File: config.mk
export PLATFORM = sky130hd
export DESIGN_NAME = vfa_queue
export DESIGN_NICKNAME = d
export VERILOG_FILES = /design/src/sv/vfa_pkg.sv /design/src/sv/vfa_queue.sv
export SDC_FILE = /design/constraint.sdc
export NUM_CORES = 1
export LEC_CHECK = 0
export ABC_AREA = 1
export BUFFER_PORTS_ARGS = -buffer_cell sky130_fd_sc_hd__buf_2
export CAP_MARGIN = 0
export CELL_PAD_IN_SITES_DETAIL_PLACEMENT = 2
export CELL_PAD_IN_SITES_GLOBAL_PLACEMENT = 2
export CORE_ASPECT_RATIO = 1.1
export CORE_MARGIN = 5
export CORE_UTILIZATION = 41
export DETAILED_ROUTE_END_ITERATION = 7
export PLACE_DENSITY = 0.91
export SETUP_SLACK_MARGIN = 0.5
export SYNTH_ARGS = -nofsm -noshare
export SYNTH_HDL_FRONTEND = slang
export SYNTH_SLANG_ARGS = --single-unit
File: constraint.sdc
create_clock -name clk -period 16.25 [get_ports clk]
set_input_delay 4.875 -clock clk [delete_from_list [all_inputs] [get_ports clk]]
set_output_delay 4.875 -clock clk [all_outputs]
set_load 0.01 [all_outputs]
File: src/sv/vfa_pkg.sv
// Shared types, constants and fixed-point helpers of the vector ALU.
package vfa_pkg;

  localparam int VECTOR_DIMS = 3;
  localparam int FIX_W       = 32;
  localparam int FRAC_W      = 16;
  localparam int PROD_W      = 2 * FIX_W;
  localparam int ACC_W       = PROD_W + 2;
  localparam int QUEUE_DEPTH = 4;

  typedef logic signed [FIX_W-1:0] fix_t;
  typedef logic signed [ACC_W-1:0] acc_t;

  typedef enum logic [2:0] {
    OP_ADD   = 3'd0,
    OP_SUB   = 3'd1,
    OP_SCALE = 3'd2,
    OP_DOT   = 3'd3,
    OP_CROSS = 3'd4,
    OP_LEN   = 3'd5,
    OP_NORM  = 3'd6,
    OP_NONE  = 3'd7
  } op_t;

  typedef struct packed {
    op_t                        op;
    fix_t [VECTOR_DIMS-1:0]     a;
    fix_t [VECTOR_DIMS-1:0]     b;
    fix_t                       scale;
  } item_t;

  typedef struct packed {
    fix_t val;
    logic ov;
  } sat_t;

  localparam fix_t FIX_MAX = 32'sh7FFFFFFF;
  localparam fix_t FIX_MIN = 32'sh80000000;
  localparam acc_t ACC_MAX = acc_t'(FIX_MAX);
  localparam acc_t ACC_MIN = acc_t'(FIX_MIN);
  localparam acc_t ACC_HALF = acc_t'(1 << (FRAC_W - 1));

  // Clamp a wide signed value into Q16.16.
  function automatic sat_t sat_acc(input acc_t v);
    sat_t r;
    r.ov  = 1'b0;
    r.val = fix_t'(v[FIX_W-1:0]);
    if (v > ACC_MAX) begin
      r.val = FIX_MAX;
      r.ov  = 1'b1;
    end else if (v < ACC_MIN) begin
      r.val = FIX_MIN;
      r.ov  = 1'b1;
    end
    return r;
  endfunction

  // Q32.32 to Q16.16, nearest, ties toward plus infinity.
  function automatic acc_t round_q(input acc_t v);
    return (v + ACC_HALF) >>> FRAC_W;
  endfunction

endpackage

File: src/sv/vfa_queue.sv
// Short FIFO between the front end and the arithmetic back end.
module vfa_queue #(
  parameter int DEPTH = vfa_pkg::QUEUE_DEPTH
) (
  input  logic           clk,
  input  logic           rst,
  input  logic           push_valid,
  output logic           push_ready,
  input  vfa_pkg::item_t push_item,
  output logic           pop_valid,
  input  logic           pop_ready,
  output vfa_pkg::item_t pop_item
);

  localparam int PTR_W = (DEPTH > 1) ? $clog2(DEPTH) : 1;
  localparam int CNT_W = $clog2(DEPTH + 1);

  vfa_pkg::item_t   mem [DEPTH];
  logic [PTR_W-1:0] wr_ptr;
  logic [PTR_W-1:0] rd_ptr;
  logic [CNT_W-1:0] count;
  logic             do_push;
  logic             do_pop;

  assign push_ready = (count != CNT_W'(DEPTH));
  assign pop_valid  = (count != '0);
  assign pop_item   = mem[rd_ptr];
  assign do_push    = push_valid && push_ready;
  assign do_pop     = pop_valid && pop_ready;

  always_ff @(posedge clk) begin
    if (rst) begin
      wr_ptr <= '0;
      rd_ptr <= '0;
      count  <= '0;
    end else begin
      if (do_push) begin
        wr_ptr <= (wr_ptr == PTR_W'(DEPTH - 1)) ? '0 : wr_ptr + 1'b1;
      end
      if (do_pop) begin
        rd_ptr <= (rd_ptr == PTR_W'(DEPTH - 1)) ? '0 : rd_ptr + 1'b1;
      end
      if (do_push && !do_pop) begin
        count <= count + 1'b1;
      end else if (do_pop && !do_push) begin
        count <= count - 1'b1;
      end
    end
  end

  always_ff @(posedge clk) begin
    if (do_push) begin
      mem[wr_ptr] <= push_item;
    end
  end

endmodule

; After elaboration in Yosys (flattened, before gate mapping)
; Memories as Yosys holds them, arrays and structs flattened. A register that Yosys moved wholly into a read port is not among the register bits.
; Index checks and enable logic that the tools add are counted.
[classes]
n_addsub = 4
n_eq_ne = 3
n_mux = 8
reduce_logical = 8
[op_table]
columns = operator, count
row1 = $mux W2, 4
row2 = $mux W3, 2
row3 = $add A2 B1 Y2 const B, 2
row4 = $eq A2 B2 Y1 const B, 2
row5 = $logic_and A1 B1 Y1, 4
row6 = $add A3 B1 Y3 const B, 1
row7 = $ne A3 B3 Y1 const B, 1
row8 = $reduce_bool A3 Y1, 1
row9 = $sub A3 B1 Y3 const B, 1
row10 = $logic_not A1 Y1, 2
row11 = $mux W1, 2
row12 = $reduce_bool A2 Y1, 1
[word_totals]
reg_bits = 7
ram_bits = 908
output_inout_bits = 229
mem_count = 1
[memory_table]
columns = memory, words, word_bits, read_ports, rd_ports_with_merged_regs, write_ports, line
row1 = mem, 4, 227, 1, 1, 1, vfa_queue.sv:18  ; vfa_pkg::item_t mem [DEPTH];

; Logic depth before layout (Yosys ltp)
[depth]
word_depth = 6
mapped_depth = 13

; Worst setup path before layout
; No wires, ideal clock.
[synth_timing]
kind = input-to-reg
start = input push_valid
end = memory mem[0][0] (netlist name), enable pin
setup_ps = 820
t_arrival_ps = 14427
required_ps = 15430
setup_slack_ps = 1003
stages = 2
path_cell_list = nand2_1 nor2_1
[synth_via]
elab_chain_len = 3
[synth_lines]
columns = item, line
row1 = from (decl), vfa_queue.sv:7  ; input logic push_valid,
row2 = $logic_and A1 B1 Y1, vfa_queue.sv:28  ; assign do_push = push_valid && push_ready;
row3 = $mux W1, vfa_queue.sv:52  ; if (do_push) begin
row4 = $mux W1 (implied by the code), vfa_queue.sv:53  ; mem[wr_ptr] <= push_item;
row5 = to (decl), vfa_queue.sv:18
; Every way passes these cells.

==> out/results.ini <==
[finish]
multi_input_area_um2 = 5690
drive_above_1_share_pct = 22.4
n_fill_cell = 7692
fin_nets = 2931
syn_to_final_growth_pct = 19.0
regArea_um2 = 27500
fin_cells = 3876

[global_routing]
overflow = 0
antenna_found_initial = 48
grt_pass1_wl_um = 167000
grt_max_degree = 207
grt.total_usage_pct = 25.2
grt_pass1_vias = 24778

[yosys]
synth_seq_cells = 917
ys_types = 19
synth.top_cell.area_share_pct = 80.7
synthArstFlopShare_pct = 0
yosysWarnings = 0
syn-instance-count = 2264
mappedNetlistArea_um2 = 33800
synth_edf_count = 908
syn-num-nets = 2502
synthTopCellsByArea = edfxtp_1 81%, o21ai_0 6.7%, nor2_1 5.2%
yosysSeqAreaShare_pct = 81.2
syn_avg_cell_area_um2 = 14.9
ys.flop_type = edfxtp_1
synth_area_leader_cell = edfxtp_1

[cts]
numCtsBuffers = 96
cts_resized = 0
cts_setup_buffers = 0
cts_root_buf = clkbuf_16
clock_path_buffers = 3
cts_sinks = 917
cts_tree = built
h-tree-depth = 3
clkTransAtPathRegs_ns = 0.06
hold_buffers = 0
clk_latency_ns = 0.66

[pwr]
clkPwrFrac_pct = 30.4
switching_share_pct = 34.3
intPower_mw = 4.67
power_density_nw_per_um2 = 177
switchingPower_mw = 2.43
ir_worst_vdd_mv = 0.101
pwr-share-seq_pct = 42.5
power.total_mw = 7.11
power_leakage_nw = 13.8
p_comb_share_pct = 27.1

[drt]
routed_via_density = 5.66
remaining_drc_errors = 0
detail-route-antenna-nets = 0
num_vias = 21929
drt_first_iter_violations = 1711
wl_um = 116000
dr.pass1.iters = 5
routedWlPerCell_um = 29.9

[setup_path]
required_ns = 11.37
criticalPathCategory = flip-flop to primary output
crit_buf_inv = 3
cpLargestDelayFamily = buffers and inverters
reg2reg_slack_ns = 12.75
slowest_stage = dfxtp_4
r2r_start = count[0]
endpoint_kind = primary output
reg2regPathDepth = 6
startpoint_type = flip-flop
r2r_end = mem[3][99]
path_common_cell = buf_4
critPathMaxFanout = 106
max_stage_delay_ns = 0.97
crit_arrival_ns = 4.48
crit_chain = buf_4 > buf_4 > o21ai_0 > o22ai_1 > buf_2

[sta]
worst_slack_ns = 6.89
setup-tns-final_ns = 0
worst_pin_slew_ns = 1.18
grt_setup_unrepaired = false
fin_skew_ns = 0.0288
timing.slew.headroom_pct = 21.3
setup_violations = 0
hold_viol_final = 0
drv_slew = 0
max_freq_mhz = 107
fin_crit_sh_pct = 57.6
min_period_ns = 9.36

[placement]
gp_congestion = 0.756
preCtsSetupSlack_ns = 7.65
port_buffers = 459
dp.cells = 3659
dpl.hpwl_um = 71000

[floorplan]
dieArea_um2 = 88300
io_pins = 460
rows = 110
coreArea_um2 = 81800
die_h_um = 311
die_x_um = 284
start_util_pct = 41.3

[run]
maxCapViolCount = 0

[status]
status = finished clean

[min_path]
hold_class = flip-flop to flip-flop
hold_start = count[1]
whs_path_depth = 2
hold-path-endpoint = count[1]

[through the flow]
stage	cell area (um^2)	utilization, %	hold WS, ns
floorplan	33800	-	0.483
global placement	37100	45.3	0.514
detailed placement	37100	45.3	0.570
CTS	40100	49.1	0.568
global route	40200	49.2	0.624
finish	40200	49.2	0.565
[worst max-delay path by stage]
stage | startpoint | to | slack [ns] | cells after the start
floorplan | push_valid | mem[0][0] | 1.00 | 2
global placement | flip-flop | pop_item[144] | 7.90 | 5
detailed placement | flip-flop | pop_item[110] | 7.65 | 5
CTS | flip-flop | pop_item[110] | 6.95 | 5
global route | flip-flop | pop_item[125] | 6.61 | 5
finish | flip-flop | pop_item[125] | 6.89 | 5
[tightest hold or removal path, stage by stage, from the launching register on]
cell and delay [ns]:
dfxtp_1 0.34, nor2_1 0.12, nor2_1 0.06
[flip-flops by register name, summed over array words and instances, names as in the netlist, named ones only]
| name | cells |
|---|---|
| count | 3 |
| mem | 908 |
| rd_ptr | 2 |
| wr_ptr | 2 |
[kinds of logic after synthesis]
kind of cell | count (synthesis) | share of synthesized area (%)
AOI/OAI and AO/OA | 684 | 11.0
xor gates and xnor gates | 1 | 0.0259
adders and majority gates | 7 | 0.281
buffers and inverters | 166 | 2.05
DFF | 917 | 81.2
and+or+nand+nor | 489 | 5.46
[cells in the final DEF (no fill, tap or decap)]
cell type   instances
clkbuf_16          98
xor2_1              1
edfxtp_1          908
nand4_1             1
nor2_1            467
dfxtp_4             2
clkinv_1           22
buf_12              5
clkinv_8            2
nor2_4              4
inv_1              14
fa_1                1
nand3b_1            2
clkbuf_1           24
nand2_1            14
o22ai_1           227
clkinv_16           1
clkinv_2           20
buf_4              17
nand3_1             1
clkinvlp_4          1
inv_6               3
a21oi_1             2
bufinv_16           8
ha_1                6
diode_2            39
o21ai_0           455
inv_8               1
buf_2             459
dfxtp_1             7
[synthesized netlist by cell type, drive strengths merged (2+ instances only)]
cell type,instances
a21oi,2
clkbuf,114
dfxtp,9
buf,36
nor2,471
inv,16
edfxtp,908
nand2,14
nand3b,2
o21ai,455
ha,6
o22ai,227
[per-layer routing]
metal  vias up  global-route usage [%]  part of all wire, %
li1       9488                       -                    -
met1     11451                    26.9                   35
met2       727                    47.1                   55
met3       245                    4.88                  5.1
met4        18                    13.1                  4.8
met5         -                       0                 0.11
[power groups by stage]
stage	clock, mW	combinational [mW]	sequential [mW]
2_1_floorplan	0	1.04	3.06
3_3_place_gp	0	1.77	3.02
3_5_place_dp	0	1.91	3.07
4_1_cts	2.21	1.95	3.02
5_1_grt	2.32	2.06	3.04
6_report	2.16	1.93	3.02
[final cells by class]
| cell class | count | share of cell area, % |
|---|---|---|
| Timing Repair Buffer | 481 | 6.28 |
| Sequential cell | 917 | 68.3 |
| Clock buffer | 122 | 6.32 |
| Tap cell | 1064 | 3.31 |
| Multi-Input combinational cell | 1181 | 14.1 |
| Clock inverter | 56 | 1.27 |
| Antenna cell | 39 | 0.243 |
| Inverter | 16 | 0.180 |
Note: power is estimated with default switching activity, not from simulation.
