## src/sv/vfa_pkg.sv

```systemverilog
// Shared types, constants and fixed-point helpers of the vector ALU.
package vfa_pkg;

  localparam int VECTOR_DIMS = 3;
  localparam int FIX_W       = 32;
  localparam int FRAC_W      = 16;
  localparam int PROD_W      = 2 * FIX_W;
  localparam int ACC_W       = PROD_W + 2;
  localparam int QUEUE_DEPTH = 4;

  typedef logic signed [FIX_W-1:0] fix_t;
  typedef logic signed [ACC_W-1:0] acc_t;

  typedef enum logic [2:0] {
    OP_ADD   = 3'd0,
    OP_SUB   = 3'd1,
    OP_SCALE = 3'd2,
    OP_DOT   = 3'd3,
    OP_CROSS = 3'd4,
    OP_LEN   = 3'd5,
    OP_NORM  = 3'd6,
    OP_NONE  = 3'd7
  } op_t;

  typedef struct packed {
    op_t                        op;
    fix_t [VECTOR_DIMS-1:0]     a;
    fix_t [VECTOR_DIMS-1:0]     b;
    fix_t                       scale;
  } item_t;

  typedef struct packed {
    fix_t val;
    logic ov;
  } sat_t;

  localparam fix_t FIX_MAX = 32'sh7FFFFFFF;
  localparam fix_t FIX_MIN = 32'sh80000000;
  localparam acc_t ACC_MAX = acc_t'(FIX_MAX);
  localparam acc_t ACC_MIN = acc_t'(FIX_MIN);
  localparam acc_t ACC_HALF = acc_t'(1 << (FRAC_W - 1));

  // Clamp a wide signed value into Q16.16.
  function automatic sat_t sat_acc(input acc_t v);
    sat_t r;
    r.ov  = 1'b0;
    r.val = fix_t'(v[FIX_W-1:0]);
    if (v > ACC_MAX) begin
      r.val = FIX_MAX;
      r.ov  = 1'b1;
    end else if (v < ACC_MIN) begin
      r.val = FIX_MIN;
      r.ov  = 1'b1;
    end
    return r;
  endfunction

  // Q32.32 to Q16.16, nearest, ties toward plus infinity.
  function automatic acc_t round_q(input acc_t v);
    return (v + ACC_HALF) >>> FRAC_W;
  endfunction

endpackage

```

## src/sv/vfa_front.sv

```systemverilog
// Front end: input register that takes beats and classifies the operation.
module vfa_front (
  input  logic               clk,
  input  logic               rst,
  input  logic               in_valid,
  output logic               in_ready,
  input  logic [2:0]         req_type,
  input  vfa_pkg::fix_t      a_x,
  input  vfa_pkg::fix_t      a_y,
  input  vfa_pkg::fix_t      a_z,
  input  vfa_pkg::fix_t      b_x,
  input  vfa_pkg::fix_t      b_y,
  input  vfa_pkg::fix_t      b_z,
  input  vfa_pkg::fix_t      scale_in,
  output logic               push_valid,
  input  logic               push_ready,
  output vfa_pkg::item_t     push_item
);

  logic           hold_v;
  vfa_pkg::item_t item;
  vfa_pkg::item_t item_next;

  assign in_ready   = !hold_v || push_ready;
  assign push_valid = hold_v;
  assign push_item  = item;

  always_comb begin
    item_next.op    = vfa_pkg::op_t'(req_type);
    item_next.a     = {a_z, a_y, a_x};
    item_next.b     = {b_z, b_y, b_x};
    item_next.scale = scale_in;
  end

  always_ff @(posedge clk) begin
    if (rst) begin
      hold_v <= 1'b0;
    end else if (in_ready) begin
      hold_v <= in_valid;
    end
  end

  always_ff @(posedge clk) begin
    if (in_valid && in_ready) begin
      item <= item_next;
    end
  end

endmodule

```

## config.mk

```make
export PLATFORM = sky130hd
export DESIGN_NAME = vfa_front
export DESIGN_NICKNAME = d
export VERILOG_FILES = /design/src/sv/vfa_pkg.sv /design/src/sv/vfa_front.sv
export SDC_FILE = /design/constraint.sdc
export NUM_CORES = 1
export LEC_CHECK = 0
export BUFFER_PORTS_ARGS = -buffer_cell sky130_fd_sc_hd__buf_4
export CAP_MARGIN = 20
export CORE_AREA = 2 2 181 183
export CTS_CLUSTER_SIZE = 8
export DETAILED_ROUTE_END_ITERATION = 16
export DIE_AREA = 0 0 183 185
export GPL_TIMING_DRIVEN = 0
export PLACE_DENSITY = 0.5
export SYNTH_ARGS = -nofsm -noshare
export SYNTH_HDL_FRONTEND = slang
export SYNTH_SLANG_ARGS = --single-unit
```

## constraint.sdc

```tcl
create_clock -name clk -period 2.4 [get_ports clk]
set_input_delay 0.48 -clock clk [delete_from_list [all_inputs] [get_ports clk]]
set_output_delay 0.48 -clock clk [all_outputs]
set_load 0.005 [all_outputs]
```

### Yosys cells after proc, flatten, opt, wreduce, memory -nomap -nowiden

Cells that the tools add are included.

| word-level totals | value |
|---|---|
| flip-flop bits (word level) | 228 |
| bits of input ports | 231 |
| output and inout bits | 229 |
| word-level logic and storage cells | 12 |

| cells by class | value |
|---|---|
| reduce and logical (&&, ||, !) cells | 3 |

Operators by type and width:

| operator | count |
|---|---|
| 1-bit logical AND | 1 |
| 1-bit zero test | 1 |
| 1-bit logical OR | 1 |

### Longest topological paths before layout

Gate-level depths: netlist of run 1.

| logic depth | value |
|---|---|
| depth after elaboration | 3 |
| gate-level depth with buffers | 2 |
| mapped depth without buffers | 2 |

### Least setup slack after synthesis of run 1

No wires, ideal clock.

| timing | value |
|---|---|
| path kind | input-to-reg |
| start | input push_ready |
| end | register item, in the netlist push_item[0], enable pin |
| setup time | 432 ps |
| arrival time | 2215 ps |
| data required time | 1968 ps |
| path slack | -246 ps |
| stages on the path | 2 |
| path buffers | 0 |
| path through | nand2b_4 -> and2_4 |

| between the ends | value |
|---|---|
| word-level cells in the longest chain between the ends | 2 |

RTL lines:

| item | RTL line | source |
|---|---|---|
| start: declaration | vfa_front.sv:16 | `input logic push_ready,` |
| 1-bit logical OR | vfa_front.sv:24 | `assign in_ready = !hold_v \|\| push_ready;` |
| 1-bit logical AND | vfa_front.sv:44 | `if (in_valid && in_ready) begin` |
| end signal: assignment | vfa_front.sv:45 | `item <= item_next;` |
| end: declaration | vfa_front.sv:21 | `vfa_pkg::item_t item;` |

No other way between the ends.
A chain may end at the register's enable or synchronous reset.

### Final worst setup path of run 1

| timing | value |
|---|---|
| start | register hold_v (netlist: push_valid) |
| end | register item, in the netlist push_item[7], enable pin |

| between the ends | value |
|---|---|
| word-level cells in the longest chain between the ends | 3 |

RTL lines:

| item | RTL line | source |
|---|---|---|
| start: declaration | vfa_front.sv:20 | `logic hold_v;` |
| start signal: assignment | vfa_front.sv:39 | `hold_v <= in_valid;` |
| 1-bit zero test | vfa_front.sv:24 |  |
| 1-bit logical OR | vfa_front.sv:24 |  |
| 1-bit logical AND | vfa_front.sv:44 |  |

No other way between the ends.

==> results of run 1 <==
-- state kept, by name, summed over array words and instances (netlist names) --
register,count
push_item,227
push_valid,1
-- metrics by stage --
step,utilization [%],instance area [um2]
after floorplan,-,6870
after global placement,33.8,10800
after detailed placement,34.1,10900
after CTS,37.1,11900
after global routing,37.1,11900
final,37.1,11900
-- kinds of logic after synthesis --
logic type,count (synthesis)
DFF,228
and+or+nand+nor,2
AOI/OAI and AO/OA,1
buffers and inverters,1
-- placed cells by master (no fill, tap or decap) --
| cell type | count |
|---|---|
| clkinv_1 | 1 |
| edfxtp_1 | 227 |
| clkbuf_16 | 37 |
| and2_4 | 1 |
| inv_1 | 1 |
| clkbuf_1 | 7 |
| buf_4 | 459 |
| diode_2 | 2 |
| clkinv_2 | 3 |
| a21oi_2 | 1 |
| buf_16 | 3 |
| dfxtp_1 | 1 |
| nand2b_4 | 1 |
-- critical path: cells and delay by family, from the launching register on --
kind | cells | cell delay (ps)
buffers and inverters | 2 | 670
DFF | 1 | 330
and+or+nand+nor | 2 | 660
-- routing by layer --
metal  vias to the layer above  part of all wire [%]  routed length, um
met5                         -                     0                  0
met4                         0                   2.6                542
met3                        40                   9.6               2000
met2                       225                    53              11100
met1                      2074                    35               7360
li1                       1950                     -                  -
-- power by group through the flow --
stage | clock network [W] | registers [W] | logic [W]
after global routing | 0.00468 | 0.00476 | 0.000855
final | 0.00434 | 0.00474 | 0.000799
after detailed placement | 0 | 0.00482 | 0.000819
after CTS | 0.00454 | 0.00474 | 0.000819
after global placement | 0 | 0.00483 | 0.000787
after floorplan | 0 | 0.00485 | 0.0000729
-- worst max path at each step --
stage / startpoint / to / slack, ps / depth (start not counted)
floorplan: push_ready / push_item[0]$_DFFE_PP_ / -240 / 2
global placement: push_ready / push_item[40]$_DFFE_PP_ / -1110 / 3
detailed placement: push_ready / push_item[134]$_DFFE_PP_ / -20 / 5
CTS: push_valid$_SDFFE_PP0P_ / push_item[86]$_DFFE_PP_ / 250 / 4
global route: push_valid$_SDFFE_PP0P_ / push_item[7]$_DFFE_PP_ / 170 / 4
finish: push_valid$_SDFFE_PP0P_ / push_item[7]$_DFFE_PP_ / 310 / 4
-- cell type report --
type,count,area [um2]
fillers,3078,20200
flip-flops and latches,228,6840
repair buffers,462,3530
clock buffers,44,952
well taps,408,510
multi-input cells,3,31.3
clock inverters,4,18.8
diodes,2,5.00
inverters,1,3.75
==> impl_metrics.csv, run 1 <==
group,metric,value,unit
setup_path,max_stage_delay,570,ps
layout,syn2layout_area_growth,73.0,%
setup_path,cp_slowest_cell,"and2_4",
yosys,yosysMostFrequentCell,"edfxtp_1",
yosys,synth_edf_count,227,
setup_path,r2r_setup_slack,310,ps
pwr,p_int,0.00791,W
die,core,0.0320,mm2
clock_tree,cts_tree,"done",
grt,grtUsageTotal,11.4,%
pwr,clkPwrFrac,43.9,%
yosys,synth-simple-area-share,0.328,%
yosys,syn_avg_cell_area,29.6,um2
setup_path,crit_top_cell,"buf_16",
layout,drive_gt1_share,68.1,%
grt,gr-total-overflow,0,
yosys,yosysTopAreaCell,"edfxtp_1",
sta,setup_viol,0,
die,die-area,0.0339,mm2
pwr,ir_drop,0.558,mV
sta,skew,16.0,ps
clock_tree,clock-root-buffer,"clkbuf_16",
grt,met2_usage,20.2,%
clock_tree,cts.repair.resized,0,
grt,grt.busiest_layer,"met2",
setup_path,cp-start-kind,"flip-flop",
sta,grt_setup_unrepaired,"false",
placed_design,pre_cts_ws,-23.8,ps
yosys,synth.distinct_cells,6,
yosys,synth-seq-cells,228,
grt,grt_pass1_wl,28000,um
sta,relSlewSlack,55.6,%
placed_design,dp_hpwl,16000,um
route,first_pass_iters,4,
layout,nNetsFinal,962,
yosys,ys_seq_area_share,99.5,%
pwr,p_per_area,831,mW/mm2
clock_tree,cts_buffers,35,
yosys,synth_top_family_by_area,"simple AND/OR/NAND/NOR gates",
pwr,switching_share,19.9,%
yosys,netlist_instances,232,
die,pin_count,460,
clock_tree,hold_buffers,0,
setup_path,crit_chain,"nand2b_4 -> and2_4 -> buf_16 -> buf_16",
grt,first_global_vias,4529,
yosys,synthTopCellsByArea,"edfxtp_1, dfxtp_1, nand2b_4",
sta,setup_ws,309,ps
hold_path,holdPathStages,2,
yosys,ys.warnings.count,0,
die,fp.dieW,183,um
clock_tree,post_cts_buffers,0,
die,rows,66,
sta,period_minus_slack,2090,ps
setup_path,required,2540,ps
setup_path,cp_data_arrival_time,2230,ps
yosys,synth_adder_area_share,0,%
grt,grt_use_met1,12.0,%
route,postRouteAntennaNets,0,
clock_tree,path_clk_slew,50,ps
sta,period_share,87.1,%
yosys,synth_area,0.00687,mm2
sta,timing.fmax,0.478,GHz
hold_path,hold_class,"primary input to flip-flop",
layout,stdcell_count,1152,
setup_path,reg2reg_to,"push_item[7]$_DFFE_PP_",
clock_tree,h-tree-depth,2,
yosys,async_flop_share,0,%
die,start_util,21.4,%
clock_tree,cts.path.max_buffers,3,
clock_tree,cts_sinks,228,
yosys,yosysTopAreaCellShare,99.2,%
status,outcome,"finished, final reports clean",
pwr,netSwitchingPower,0.00197,W
placed_design,numPlacedInstances,1102,
hold_path,hp-start,"rst",
sta,whs,150,ps
setup_path,criticalPathCategory,"flip-flop to flip-flop",
flow_run,cap_violations,0,
setup_path,regToRegStartpoint,"push_valid$_SDFFE_PP0P_",
route,drc_errors,0,
clock_tree,clock_latency,490,ps
route,vias,4289,
sta,slew_viol_final,0,
grt,met3_usage,4.76,%
route,wl,21000,um
die,dieHeight,185,um
route,post_drt_wl_per_cell,18.2,um
route,drtIter0Drc,157,
pwr,power_leakage,4.94,nW
pwr,total_power,0.00988,W
grt,grt_antenna_before_repair,2,
sta,tightest_slew,667,ps
route,avgViaCountPerCell,3.72,
setup_path,cp_max_fo,68,
setup_path,cp-end-kind,"flip-flop",
grt,grt_max_degree,69,
yosys,syn-num-nets,463,
yosys,synth_compound_area_share,0.127,%
yosys,synth_mux_area_share,0,%
pwr,pwr-share-comb,8.1,%
placed_design,port_buffers,459,
placed_design,gp_congestion,0.729,
sta,hold_violations,0,
yosys,dominantRegCellSynth,"edfxtp_1",
setup_path,r2r_cells,4,
sta,final.setup.tns,0,ps
yosys,synth_xor_area_share,0,%
pwr,seqPwrFrac,48.0,%
hold_path,hold_end,"push_valid$_SDFFE_PP0P_",
No activity file was read; power rests on OpenSTA's default activity.
==> run 2: changes to the inputs <==
--- a/config.mk
+++ b/config.mk
@@ -6,12 +6,12 @@
 export NUM_CORES = 1
 export LEC_CHECK = 0
-export BUFFER_PORTS_ARGS = -buffer_cell sky130_fd_sc_hd__buf_4
 export CAP_MARGIN = 20
-export CORE_AREA = 2 2 181 183
+export CORE_AREA = 2 2 176 178
 export CTS_CLUSTER_SIZE = 8
 export DETAILED_ROUTE_END_ITERATION = 16
-export DIE_AREA = 0 0 183 185
+export DIE_AREA = 0 0 178 180
+export DONT_BUFFER_PORTS = 1
 export GPL_TIMING_DRIVEN = 0
-export PLACE_DENSITY = 0.5
+export PLACE_DENSITY = 0.38
 export SYNTH_ARGS = -nofsm -noshare
 export SYNTH_HDL_FRONTEND = slang
==> constraint.sdc (replaced) <==
create_clock -name clk -period 2.4 [get_ports clk]
set_input_delay 0.36 -clock clk [delete_from_list [all_inputs] [get_ports clk]]
set_output_delay 0.36 -clock clk [all_outputs]
set_load 0.005 [all_outputs]
==> impl_metrics.csv, run 2 <==
group,metric,value,unit
yosys,dominantRegCellSynth,"edfxtp_1",
yosys,yosysTopAreaCellShare,99.2,%
yosys,netlist_instances,232,
die,pin_count,460,
yosys,syn_avg_cell_area,29.6,um2
yosys,ys_seq_area_share,99.5,%
die,rows,64,
clock_tree,cts_sinks,228,
status,error_line,"[ERROR RSZ-0060] Max buffer count reached.",
yosys,ys.warnings.count,0,
yosys,synth_area,0.00687,mm2
yosys,syn-num-nets,463,
status,lastStage,"4_1_cts",
die,start_util,22.8,%
die,fp.dieW,178,um
yosys,synth.distinct_cells,6,
placed_design,port_buffers,0,
clock_tree,cts.repair.resized,0,
clock_tree,clock-root-buffer,"clkbuf_16",
status,outcome,"aborted with a tool error",
yosys,synth-seq-cells,228,
yosys,async_flop_share,0,%
clock_tree,cts_buffers,34,
placed_design,gp_congestion,0.693,
clock_tree,post_cts_buffers,0,
yosys,yosysTopAreaCell,"edfxtp_1",
yosys,synth_edf_count,227,
clock_tree,hold_buffers,136,
yosys,synthTopCellsByArea,"edfxtp_1, dfxtp_1, nand2b_4",
clock_tree,cts.path.max_buffers,3,
clock_tree,h-tree-depth,2,
die,dieHeight,180,um
yosys,yosysMostFrequentCell,"edfxtp_1",
-- run 2: cell counts after synthesis --
Identical to the previous run, type by type.
-- run 2: metrics by stage --
stage	cell area [um2]	setup TNS [ps]	util, %	setup WS [ps]	instances
3_3_place_gp	7370	-147770	24.4	-676	628
3_5_place_dp	7450	0	24.7	285	631
2_1_floorplan	6870	-27960	-	-123	232
-- run 2: kinds of logic after synthesis --
family                 synth area share, %
flip-flops                            99.5
AND/OR/NAND/NOR                      0.328
AO/OA/AOI/OAI                        0.127
buffers and inverters               0.0546
==> run 3: changes to the inputs <==
- CORE_AREA: 2 2 176 178 -> 2 2 177 179
- CTS_CLUSTER_SIZE: 8 -> default
- DIE_AREA: 0 0 178 180 -> 0 0 179 181
- PLACE_DENSITY: 0.38 -> default
- PLACE_DENSITY_LB_ADDON: default -> 0.15
- clock period: 2.4 -> 3.1 ns (I/O delays scaled with it)
==> impl_metrics.csv, run 3 (synthesis results as in run 1) <==
group,metric,value,unit
status,outcome,"finished, final reports clean",
sta,period_share,66.3,%
layout,final_cell_area,0.00841,mm2
setup_path,cp_data_arrival_time,2250,ps
sta,timing.fmax,0.487,GHz
grt,grt_antenna_before_repair,4,
die,rows,64,
placed_design,gp_congestion,0.746,
sta,setup_viol,0,
die,start_util,22.6,%
placed_design,dpl_cell_area,0.00745,mm2
grt,grtUsageTotal,9.90,%
route,vias,2625,
layout,n_fill_cell,2963,
layout,largest_reg_flops,227,
clock_tree,clock_latency,520,ps
clock_tree,cts.path.max_buffers,3,
setup_path,required,3290,ps
clock_tree,clock-root-buffer,"clkbuf_16",
hold_path,hp-start,"a_x[28]",
layout,drive_gt1_share,13.9,%
route,postRouteAntennaNets,0,
die,dieHeight,181,um
setup_path,cp_max_fo,64,
clock_tree,path_clk_slew,60,ps
clock_tree,cts_buffers,25,
sta,period_minus_slack,2050,ps
sta,relSlewSlack,64.7,%
hold_path,holdPathStages,0,
grt,gr-total-overflow,0,
route,drtIter0Drc,151,
setup_path,regToRegStartpoint,"push_valid$_SDFFE_PP0P_",
flow_run,cap_violations,0,
grt,first_global_vias,2767,
sta,hold_violations,0,
placed_design,port_buffers,0,
route,drc_errors,0,
setup_path,r2r_cells,4,
hold_path,hold_class,"primary input to flip-flop",
layout,final_cell_mix,"edfxtp_1, clkbuf_16, dlygate4sd3_1, clkinv_1, clkinv_2",
route,wl,17500,um
placed_design,numPlacedInstances,631,
pwr,p_per_area,789,mW/mm2
pwr,power_leakage,2.72,nW
layout,stdcell_count,693,
clock_tree,h-tree-depth,1,
die,fp.dieW,179,um
route,post_drt_wl_per_cell,25.3,um
grt,grt_pass1_wl,22500,um
grt,grt_max_degree,75,
sta,skew,20.5,ps
die,die-area,0.0324,mm2
setup_path,criticalPathCategory,"flip-flop to flip-flop",
die,core,0.0303,mm2
layout,post-route-util,27.7,%
layout,syn2layout_area_growth,22.3,%
setup_path,cp-end-kind,"flip-flop",
clock_tree,cts_tree,"done",
clock_tree,cts_sinks,228,
die,pin_count,460,
sta,tightest_slew,530,ps
layout,nNetsFinal,512,
route,avgViaCountPerCell,3.79,
setup_path,critPathLaunch,"push_valid$_SDFFE_PP0P_",
placed_design,dp_hpwl,13400,um
setup_path,cp-start-kind,"flip-flop",
layout,layout_commonest_cell,"edfxtp_1",
pwr,ir_drop,0.381,mV
sta,grt_setup_unrepaired,"false",
sta,slew_viol_final,0,
route,first_pass_iters,4,
## run 3: cell type report
type                       instances  area (um2)  area share, %
timing repair buffer              22         273           3.25
antenna                            1        2.50         0.0298
sequential                       228        6840           81.3
multi-input combinational          3        31.3          0.372
tap                              396         495           5.89
inverter                           1        3.75         0.0447
clock inverter                    16         134           1.59
clock buffer                      26         629           7.49
## run 3: layer usage
layer / GRT usage (%) / wire length (um)
met1: 8.51 / 5070
met2: 18.5 / 9560
met3: 6.02 / 2460
met4: 3.06 / 374
met5: 0 / 44
## run 3: report_power, final
group          switching, W  internal [W]
sequential         0.000115       0.00362
combinational     0.0000804     0.0000326
clock               0.00116       0.00163
total               0.00135       0.00528
## run 3: what timing repair did
action | in CTS | in global routing
resized for setup | 0 | 0
hold buffers | 1 | 18
endpoints found under the hold margin | 1 | 18
setup buffers | 0 | 0
## run 3: per-stage QoR
stage	total power, W	hold slack, ps	setup TNS (ps)	setup WS (ps)
after global routing	0.00690	0.00108	0	889
after global placement	0.00390	531	-23750	-131
after detailed placement	0.00390	530	0	884
final	0.00663	31.4	0	1050
after CTS	0.00672	2.28	0	1000
after floorplan	0.00381	500	0	469
## run 3: final timing paths
kind	slack, ps	end
max	1050	push_item[183]$_DFFE_PP_
min	30	push_item[156]$_DFFE_PP_
max reg2reg	1050	push_item[183]$_DFFE_PP_
min reg2reg	600	push_valid$_SDFFE_PP0P_
## run 3: worst max-delay path, stage by stage (launching register included)
cell and delay (ps):
dfxtp_1 370, nand2b_4 120, and2_4 490, buf_16 350, buf_16 300
==> run 4: changes to the inputs <==
- ABC_AREA: default -> 1
- clock period: 3.1 -> 1.8 ns (I/O delays scaled with it)
==> impl_metrics.csv, run 4 <==
group,metric,value,unit
status,outcome,"aborted with a tool error",
status,lastStage,"4_1_cts",
status,error_line,"[ERROR RSZ-0060] Max buffer count reached.",
die,rows,64,
placed_design,port_buffers,0,
die,fp.dieW,179,um
yosys,synth-seq-cells,228,
yosys,yosysMostFrequentCell,"edfxtp_1",
placed_design,dp_hpwl,12900,um
clock_tree,cts.repair.resized,0,
yosys,synth_area,0.00686,mm2
yosys,yosysTopAreaCell,"edfxtp_1",
yosys,synth.distinct_cells,7,
clock_tree,hold_buffers,137,
die,start_util,22.6,%
die,pin_count,460,
die,dieHeight,181,um
yosys,netlist_instances,233,
yosys,syn_avg_cell_area,29.5,um2
yosys,yosysTopAreaCellShare,99.3,%
yosys,ys.warnings.count,0,
placed_design,dpl_cell_area,0.00757,mm2
yosys,ys_seq_area_share,99.6,%
clock_tree,clock-root-buffer,"clkbuf_16",
yosys,synthTopCellsByArea,"edfxtp_1, dfxtp_1, a21oi_2",
yosys,async_flop_share,0,%
yosys,synth_edf_count,227,
clock_tree,cts.path.max_buffers,3,
yosys,dominantRegCellSynth,"edfxtp_1",
clock_tree,post_cts_buffers,1,
placed_design,gp_congestion,0.702,
clock_tree,h-tree-depth,1,
clock_tree,cts_sinks,228,
clock_tree,cts_buffers,24,
yosys,syn-num-nets,464,
run 4: cell count changes after synthesis:
cell | before | now
nand2_2 | 0 | 1
inv_2 | 0 | 1
and2_4 | 1 | 0
nand2b_4 | 1 | 0
a21oi_1 | 0 | 1
run 4: metrics by stage:
stage | worst slack [ps] | hold WS (ps) | setup TNS (ps) | std cells
after floorplan | -2770 | 332 | -628990 | 233
after global placement | -4120 | 335 | -932740 | 629
after detailed placement | -321 | 338 | -18150 | 637
run 4: cells by family after synthesis:
family / count (synthesis) / share of synthesized area [%]
AO/OA/AOI/OAI: 2 / 0.200
buffers and inverters: 2 / 0.109
flip-flops: 228 / 99.6
AND/OR/NAND/NOR: 1 / 0.0912
